**src/rtl/gds_pkg.sv**
```systemverilog
`timescale 1ns / 1ps
// ----------------------------------------------------------------------------
// gds_pkg
// shared types and constants of the gaussian density scorer
// ----------------------------------------------------------------------------
package gds_pkg;

    localparam int N_CODEBOOKS   = 8;
    localparam int N_STREAMS     = 4;
    localparam int MAX_DENSITIES = 64;
    localparam int MAX_DIM       = 64;

    localparam logic [2:0] MODE_LOAD_MV   = 3'd0;
    localparam logic [2:0] MODE_LOAD_NORM = 3'd1;
    localparam logic [2:0] MODE_LOAD_OBS  = 3'd2;
    localparam logic [2:0] MODE_SCORE_ALL = 3'd3;
    localparam logic [2:0] MODE_SCORE_SEL = 3'd4;

    localparam logic [2:0] CFG_DENSITY_COUNT = 3'd0;
    localparam logic [2:0] CFG_VEC_LEN0      = 3'd1;
    localparam logic [2:0] CFG_VEC_LEN3      = 3'd4;

    localparam logic signed [31:0] INT_MIN = 32'sh8000_0000;
    localparam logic signed [31:0] INT_MAX = 32'sh7fff_ffff;
    localparam logic signed [6:0]  IDX_NONE = -7'sd1;

    typedef enum logic [2:0] {
        ST_IDLE,
        ST_NORM,
        ST_DIM,
        ST_DRAIN,
        ST_OUT
    } t_state;

    // controller to datapath
    typedef struct packed {
        logic start;      // latch item fields, reset mode-4 list if asked
        logic den_load;   // begin a density: clear dimension counter
        logic acc_init;   // load accumulator from norm
        logic dim_issue;  // issue element read for current dim
        logic acc_step;   // subtract registered term
        logic emit;       // result taken: advance density
        logic finish;     // update best trackers and result register
    } t_cmd;

    // datapath to controller
    typedef struct packed {
        logic dim_more;   // another dimension remains and score above bound
        logic den_more;   // another density remains
        logic pipe_busy;  // terms still in flight
        logic is_sel;
    } t_stat;

endpackage

```
**src/rtl/gds_ctrl.sv**
```systemverilog
`timescale 1ns / 1ps
// ----------------------------------------------------------------------------
// gds_ctrl
// sequencer over densities and dimensions plus output handshake
// ----------------------------------------------------------------------------
module gds_ctrl
    import gds_pkg::*;
(
    input  logic       i_clk,
    input  logic       i_rst_n,
    input  logic       i_valid,
    input  logic [2:0] i_mode,
    output logic       o_stall,
    input  logic       i_out_stall,
    output logic       o_valid,
    output logic       o_acc,
    input  t_stat      i_stat,
    output t_cmd       o_cmd
);

    t_state r_state, n_state;
    logic   r_busy_seen;
    logic   is_score;

    assign is_score = (i_mode == MODE_SCORE_ALL) || (i_mode == MODE_SCORE_SEL);
    assign o_acc    = i_valid && !o_stall;

    // early stop: the bound is checked before each issue; once a term is in
    // flight the next check waits until it lands
    always_comb begin
        n_state = r_state;
        case (r_state)
            ST_IDLE:  if (o_acc && is_score) n_state = ST_NORM;
            ST_NORM:  n_state = ST_DIM;
            ST_DIM: begin
                if (r_busy_seen && !i_stat.pipe_busy && !i_stat.dim_more) n_state = ST_OUT;
            end
            ST_DRAIN: n_state = ST_DIM;
            ST_OUT:   if (!i_out_stall) n_state = i_stat.den_more ? ST_NORM : ST_IDLE;
            default:  n_state = ST_IDLE;
        endcase
    end

    always_comb begin
        o_cmd = '0;
        o_stall = 1'b1;
        o_valid = 1'b0;
        case (r_state)
            ST_IDLE: begin
                o_stall = 1'b0;
                o_cmd.start = o_acc && is_score;
            end
            ST_NORM: begin
                o_cmd.den_load = 1'b1;
            end
            ST_DIM: begin
                o_cmd.acc_init  = !r_busy_seen;
                o_cmd.acc_step  = r_busy_seen;
                o_cmd.dim_issue = r_busy_seen && !i_stat.pipe_busy && i_stat.dim_more;
                if (!r_busy_seen) o_cmd.dim_issue = 1'b0;
                o_cmd.finish = !i_stat.pipe_busy && !i_stat.dim_more && r_busy_seen;
            end
            ST_OUT: begin
                o_valid = 1'b1;
                o_cmd.emit = !i_out_stall;
                o_cmd.den_load = !i_out_stall && i_stat.den_more;
            end
            default: ;
        endcase
    end

    always_ff @(posedge i_clk) begin
        if (!i_rst_n) begin
            r_state <= ST_IDLE;
            r_busy_seen <= 1'b0;
        end else begin
            r_state <= n_state;
            if (r_state == ST_DIM) r_busy_seen <= 1'b1;
            else r_busy_seen <= 1'b0;
        end
    end

    a_out_hold: assert property (@(posedge i_clk) disable iff (!i_rst_n)
        o_valid && i_out_stall |=> o_valid) else $error("result dropped under stall");
    a_no_take_busy: assert property (@(posedge i_clk) disable iff (!i_rst_n)
        r_state != ST_IDLE |-> o_stall) else $error("item taken while busy");
    a_finish_idle: assert property (@(posedge i_clk) disable iff (!i_rst_n)
        o_cmd.finish |-> !i_stat.pipe_busy) else $error("finish with terms in flight");

endmodule
```
**config.mk**
```make
export PLATFORM = sky130hd
export DESIGN_NAME = gds_ctrl
export DESIGN_NICKNAME = d
export VERILOG_FILES = /design/src/rtl/gds_pkg.sv /design/src/rtl/gds_ctrl.sv
export SDC_FILE = /design/constraint.sdc
export NUM_CORES = 1
export LEC_CHECK = 0
export BUFFER_PORTS_ARGS = -buffer_cell sky130_fd_sc_hd__buf_2
export CAP_MARGIN = 15
export CORE_AREA = 2 2 39 41
export DETAILED_ROUTE_END_ITERATION = 16
export DIE_AREA = 0 0 41 43
export GPL_ROUTABILITY_DRIVEN = 0
export PLACE_DENSITY_LB_ADDON = 0.12
export SLEW_MARGIN = 20
export SYNTH_ARGS = -nofsm -noshare
export SYNTH_HDL_FRONTEND = slang
export SYNTH_SLANG_ARGS = --single-unit
```
**constraint.sdc**
```tcl
create_clock -name i_clk -period 2.1 [get_ports i_clk]
set_clock_uncertainty 0.2 [all_clocks]
set_input_delay 0.525 -clock i_clk [delete_from_list [all_inputs] [get_ports i_clk]]
set_output_delay 0.525 -clock i_clk [all_outputs]
set_load 0.05 [all_outputs]
```
==> metrics.cfg, run 1 <==
[run_status]
outcome = finished, final reports clean

[yosys]
ys_ff_latch = 4
synth.avg_cell_area_sq_um = 8.45
syn-instance-count = 36
ys_warn_count = 0
seq_area_frac_synth = 0.263
synth_area_sq_um = 304
synthDistinctLibCells = 22
syn_nets = 47

[worst_hold_path]
hp-start = r_state[2]
hp-class = flip-flop to flip-flop

[clocking]
cts_buffers = 3
cts_tree = built
clk_pin_slew_ns = 0.04
cts_root_buf = clkbuf_4
cts_max_level = 1
cts.sinks = 4
clkLatencyLatePin_ns = 0.23
cts-hold-fix-buffers = 0
clockBufferDepth = 2

[worst_setup_path]
slowest_stage = or3b_4
path_cells = or3b_4 -> nor2_4 -> buf_6
rr_startpoint = r_state[1]
path_class = flip-flop to output port
cp-startpoint = r_state[2]
arrival_ns = 1.32
cp-end-kind = output port
cp-start-kind = flip-flop
worst-endpoint-required_ns = 1.37
critPathMaxStageDelay_ns = 0.43
path_buf_inv = 1
cp_max_fo = 8
cp_top_family = simple AND/OR/NAND/NOR gates

[route]
vias = 351
viasPerCell = 4.68
routed_wl_microns = 766
drt_iter0_drc = 4
drc = 0
avgRoutedWirePerCell_microns = 10.2
firstDrtPassIters = 4
ant_nets = 0

[timing]
rsz0062_at_grt = yes
fin_crit_ns = 2.04
fmax_mhz = 489
tns_ns = 0
relSlewSlack = 0.799
tightestPinTransition_ns = 0.301
hold_viol_final = 0
report.final.slew_viol_count = 0
fin_crit_sh = 0.973
finalSetupViolations = 0
hold_slack_ns = 0.310

[layout]
fillCellCount = 151
fin_nets = 72
antenna_cells = 0
drive_above_1_share = 0.729
area_growth_pct = 73.7

[grt]
grt_pass1_wl_microns = 1160
grt_max_degree = 9
grt_antenna_before_repair = 0
overflow = 0
grt_pass1_vias = 298
grt.total_usage = 0.101

[floorplanning]
die_y_microns = 43
dieArea_sq_um = 1760
core_sq_um = 1380
fp.dieW_microns = 41
ios = 21
start_util = 0.220
rows = 14

[run]
drv_cap = 0

[pwr]
powerDensity_nw_per_um2 = 554
ir_drop_v = 0.000204
p_leak_nw = 0.252

[place]
hpwl_microns = 578
portBuffers = 19

-- registers in the layout (all words and copies together), names as in the netlist --
signal and count:
r_busy_seen 1, r_state 3
-- placed cells by master, fill, tap and decap left out, types with 2 or more instances in the layout --
cell type	n
buf_2	14
buf_6	3
nor2_1	3
or3b_4	2
a21oi_1	4
and2_2	2
buf_4	5
clkbuf_4	3
dfxtp_4	3
-- path summary, 6_finish.rpt --
path / endpoint / slack, ns / depth (start not counted)
worst min-delay path: r_state[1] / 0.31 / 1
worst min register to register: r_state[1] / 0.31 / 1
worst max register to register: r_state[0] / 0.60 / 4
worst max-delay path: o_cmd[0] / 0.06 / 3
-- what timing repair did --
item | CTS | global route
setup endpoints to repair | 4 | 5
pin swaps | 1 | 0
gates resized for setup | 9 | 11
setup buffers | 0 | 0
endpoints found under the hold margin | 0 | 0
-- Yosys cell counts, drive strengths merged --
cell | count | area [sq um]
nor4bb | 1 | 10.0
and2b | 1 | 8.76
a21oi | 4 | 20.0
inv | 2 | 7.50
nor2b | 1 | 6.26
or3b | 2 | 20.0
nor3 | 2 | 15.0
nor4 | 1 | 6.26
and3b | 2 | 17.5
nor3b | 2 | 15.0
or4 | 1 | 7.51
o2111ai | 1 | 8.76
o21a | 1 | 7.51
and2 | 3 | 18.8
nor2 | 5 | 26.3
dfxtp | 4 | 80.1
and3 | 1 | 6.26
buf | 2 | 22.5
-- power by group --
part / leakage [nW] / switching (mW) / internal [mW]
combinational: 0.204 / 0.0645 / 0.0449
clock: 0.0138 / 0.0292 / 0.0638
sequential: 0.0348 / 0.0102 / 0.0799
-- worst register-to-register path: stages, from the launching register on --
cell	delay (ns)
dfxtp_4	0.36
buf_4	0.16
or4_1	0.50
o2111ai_1	0.12
a21oi_1	0.05
-- stage by stage --
step           worst slack [ns]  instance area (sq um)  cells  total power, mW   util
2_1_floorplan            -0.106                    329     36            0.167      -
3_3_place_gp             -0.124                    444     72            0.190  0.321
3_5_place_dp             -0.127                    444     72            0.190  0.321
4_1_cts                  0.0138                    490     75            0.291  0.354
5_1_grt                 -0.0114                    528     75            0.316  0.382
6_report                 0.0570                    528     75            0.293  0.382
-- layout make-up --
type                       instances  area, sq um  share of cell area
sequential                         4         91.3               0.173
inverter                           2         7.51              0.0142
clock buffer                       3         22.5              0.0427
tap                               16         20.0              0.0379
timing repair buffer              22          141               0.268
multi-input combinational         28          245               0.464
-- logic make-up after synthesis --
family          count (synthesis)  share of synthesized area
simple gates                   22                      0.519
buf+inv                         4                     0.0987
flops                           4                      0.263
compound gates                  6                      0.119
-- per-layer routing --
layer	vias to the layer above	wire (microns)	track usage
li1	177	-	-
met1	154	302	0.119
met2	20	394	0.125
met3	0	68	0.0628
met4	0	0	0.0800
met5	-	0	0
Power figures use the tool's default switching activity.
==> inputs of run 2 (changes only) <==
--- a/config.mk
+++ b/config.mk
@@ -5,8 +5,8 @@
 export SDC_FILE = /design/constraint.sdc
 export NUM_CORES = 1
 export LEC_CHECK = 0
+export ABC_AREA = 1
 export BUFFER_PORTS_ARGS = -buffer_cell sky130_fd_sc_hd__buf_2
-export CAP_MARGIN = 15
 export CORE_AREA = 2 2 39 41
 export DETAILED_ROUTE_END_ITERATION = 16
 export DIE_AREA = 0 0 41 43
==> constraint.sdc (replaced) <==
create_clock -name i_clk -period 2.6 [get_ports i_clk]
set_clock_uncertainty 0.2 [all_clocks]
set_input_delay 0.65 -clock i_clk [delete_from_list [all_inputs] [get_ports i_clk]]
set_output_delay 0.65 -clock i_clk [all_outputs]
set_load 0.05 [all_outputs]
==> metrics.cfg, run 2 <==
[place]
dp_slack_ns = 0.370  ; was -0.127 ns
portBuffers = 19  ; unchanged
hpwl_microns = 548  ; was 578 microns

[yosys]
synth_flop_cell = dfxtp_1  ; unchanged
synth_area_sq_um = 319  ; was 304 sq um
yosysMostFrequentCell = nor2_1
netlist_top_cells_count = nor2_1 (12), inv_1 (8), nand2_1 (8)  ; was a21oi_1 (4), dfxtp_1 (4), nor2_1 (4)
yosysTopAreaCellShare = 0.251  ; was 0.263
ys_warn_count = 0  ; unchanged
yosys-top-cells-area = dfxtp_1 (25%), nor2_1 (14%), inv_1 (9.4%)  ; was dfxtp_1 (26%), buf_6 (7.4%), a21oi_1 (6.6%)
synth.avg_cell_area_sq_um = 6.38  ; was 8.45 sq um
ys_ff_latch = 4  ; unchanged
synth_edf_count = 0  ; unchanged
syn-instance-count = 50  ; was 36
yosysTopAreaCell = dfxtp_1  ; unchanged
async_reset_ff_frac = 0  ; unchanged
seq_area_frac_synth = 0.251  ; was 0.263
syn_nets = 61  ; was 47
synthDistinctLibCells = 14  ; was 22

[timing]
tns_ns = 0  ; unchanged
relSlewSlack = 0.834  ; was 0.799
setup_ws_ns = 0.378  ; was 0.0570 ns
hold_viol_final = 0  ; unchanged
fin_crit_sh = 0.855
tightestPinTransition_ns = 0.250  ; was 0.301 ns
rsz0062_at_grt = no  ; was yes
fmax_mhz = 450
fin_crit_ns = 2.22
report.final.slew_viol_count = 0  ; unchanged
finalSetupViolations = 0  ; unchanged

[worst_setup_path]
cp_top_family = buffers and inverters  ; was simple AND/OR/NAND/NOR gates
rr_startpoint = r_state[1]  ; unchanged
cp-startpoint = i_stat[1]  ; was r_state[2]
regToRegSetupSlack_ns = 1.39  ; was 0.60 ns
crit_end = o_cmd[0]  ; unchanged
r2r_cells = 6  ; was 4
cp_max_fo = 2  ; was 8
worst-endpoint-required_ns = 1.75  ; was 1.37 ns
path_buf_inv = 4  ; was 1
cp-start-kind = primary input  ; was flip-flop
path_class = primary input to output port  ; was flip-flop to output port
path_cells = buf_2 -> inv_1 -> nand2_1 -> nor2_1 -> nand2_1 -> inv_2 -> buf_2  ; was or3b_4 -> nor2_4 -> buf_6
arrival_ns = 1.37  ; was 1.32 ns
cp-end-kind = output port  ; unchanged
r2r-end = r_state[0]  ; unchanged
slowest_stage = buf_2  ; was or3b_4
critPathMaxStageDelay_ns = 0.25  ; was 0.43 ns
cp.depth = 7  ; was 3

[clocking]
cts_resized = 0  ; was 9
cts_max_level = 1  ; unchanged
cts_setup_buffers = 0  ; unchanged
cts-hold-fix-buffers = 0  ; unchanged
clkLatencyLatePin_ns = 0.23  ; about the same
cts_root_buf = clkbuf_4  ; unchanged
clk_pin_slew_ns = 0.03  ; was 0.04 ns
cts_tree = built  ; unchanged
cts.sinks = 4  ; unchanged
clockBufferDepth = 2  ; unchanged
cts_buffers = 3  ; unchanged

[route]
vias = 338  ; was 351
viasPerCell = 3.84  ; was 4.68
drc = 0  ; unchanged
firstDrtPassIters = 4  ; unchanged
avgRoutedWirePerCell_microns = 7.05  ; was 10.2 microns
drt_iter0_drc = 2  ; was 4
routed_wl_microns = 620  ; was 766 microns
ant_nets = 0  ; unchanged

[grt]
grt_pass1_vias = 274  ; was 298
grt.total_usage = 0.0823  ; was 0.101
grt_max_degree = 6  ; was 9
overflow = 0  ; unchanged
grt_pass1_wl_microns = 979  ; was 1160 microns
grt_antenna_before_repair = 0  ; unchanged

[run_status]
outcome = finished, final reports clean  ; unchanged

[layout]
top_register = r_state  ; unchanged
largest_reg_flops = 3  ; unchanged
fin_util = 0.332  ; was 0.382
drive_above_1_share = 0.528  ; was 0.729
fillCellCount = 171  ; was 151
final_common_cell = buf_2  ; unchanged
mostFrequentLayoutCells = buf_2 (19), nor2_1 (11), inv_1 (8), nand2_1 (8)  ; was buf_2 (14), buf_4 (5), a21oi_1 (4)
top_regs = r_state: 3 flops, r_busy_seen: 1 flops  ; unchanged
fin_nets = 85  ; was 72
area_growth_pct = 43.9  ; was 73.7%
antenna_cells = 0  ; unchanged

[pwr]
ir_drop_v = 0.000297  ; was 0.000204 V
p_total_mw = 0.422  ; was 0.293 mW
p_leak_nw = 0.267  ; was 0.252 nW
powerDensity_nw_per_um2 = 919  ; was 554 nW/um^2

[worst_hold_path]
hp-class = flip-flop to flip-flop  ; unchanged

[floorplanning]
core_sq_um = 1380  ; unchanged
die_y_microns = 43  ; unchanged
dieArea_sq_um = 1760  ; unchanged
start_util = 0.231  ; was 0.220
fp.dieW_microns = 41  ; unchanged
ios = 21  ; unchanged
rows = 14  ; unchanged

[run]
drv_cap = 0  ; unchanged

run 2: changes by cell type after synthesis, sizes merged, moves of 2 or more:
cell   delta
a21oi     -3
and2      -3
and3b     -2
buf       -2
inv      +11
nand2    +12
nand3     +3
nor2     +11
nor3      -2
nor3b     -2
or3b      -2
run 2: power by group:
group          switching, mW  total, mW  internal [mW]
sequential            0.0156     0.0907         0.0751
combinational          0.185      0.256         0.0716
clock                 0.0235     0.0750         0.0515
run 2: kinds of logic (layout without fill, tap and decap cells):
group / count (synthesis) / after routing / share of synthesized area
compound gates: 2 / 2 / 0.0392
buf+inv: 13 / 35 / 0.192
flops: 4 / 4 / 0.251
simple gates: 31 / 31 / 0.518
run 2: per-layer routing:
layer / track usage / vias to the layer above / part of all wire
met5: 0 / - / 0
met4: 0.0800 / 0 / 0
met3: 0.0157 / 0 / 0.073
met2: 0.103 / 8 / 0.47
met1: 0.109 / 141 / 0.46
li1: - / 189 / -
run 2: worst min-delay path, delay by kind of cell, from the launching register on:
family | cells | cell delay, ns
DFF | 1 | 0.33
AOI/OAI and AO/OA | 1 | 0.15
and+or+nand+nor | 1 | 0.05
run 2: final cells by class:
class / instances / area [sq um] / share of cell area
flip-flops and latches: 4 / 80.1 / 0.174
multi-input cells: 33 / 180 / 0.392
inverters: 13 / 61.3 / 0.134
repair buffers: 19 / 95.1 / 0.207
well taps: 16 / 20.0 / 0.0436
clock buffers: 3 / 22.5 / 0.0490
run 2: how the worst min path moves through the flow:
stage                from          to  slack (ns)  depth (start not counted)
2_1_floorplan  r_state[0]  r_state[1]        0.34                          2
3_3_place_gp   r_state[0]  r_state[1]        0.38                          2
3_5_place_dp   r_state[0]  r_state[1]        0.37                          2
4_1_cts        r_state[0]  r_state[1]        0.38                          2
5_1_grt        r_state[0]  r_state[1]        0.41                          2
6_report       r_state[0]  r_state[1]        0.37                          2
run 2: through the flow:
step           hold WS [ns]  instance area [sq um]  std cells
2_1_floorplan         0.341                    322         50
3_3_place_gp          0.378                    437         85
3_5_place_dp          0.372                    437         85
4_1_cts               0.375                    459         88
5_1_grt               0.406                    459         88
6_report              0.373                    459         88
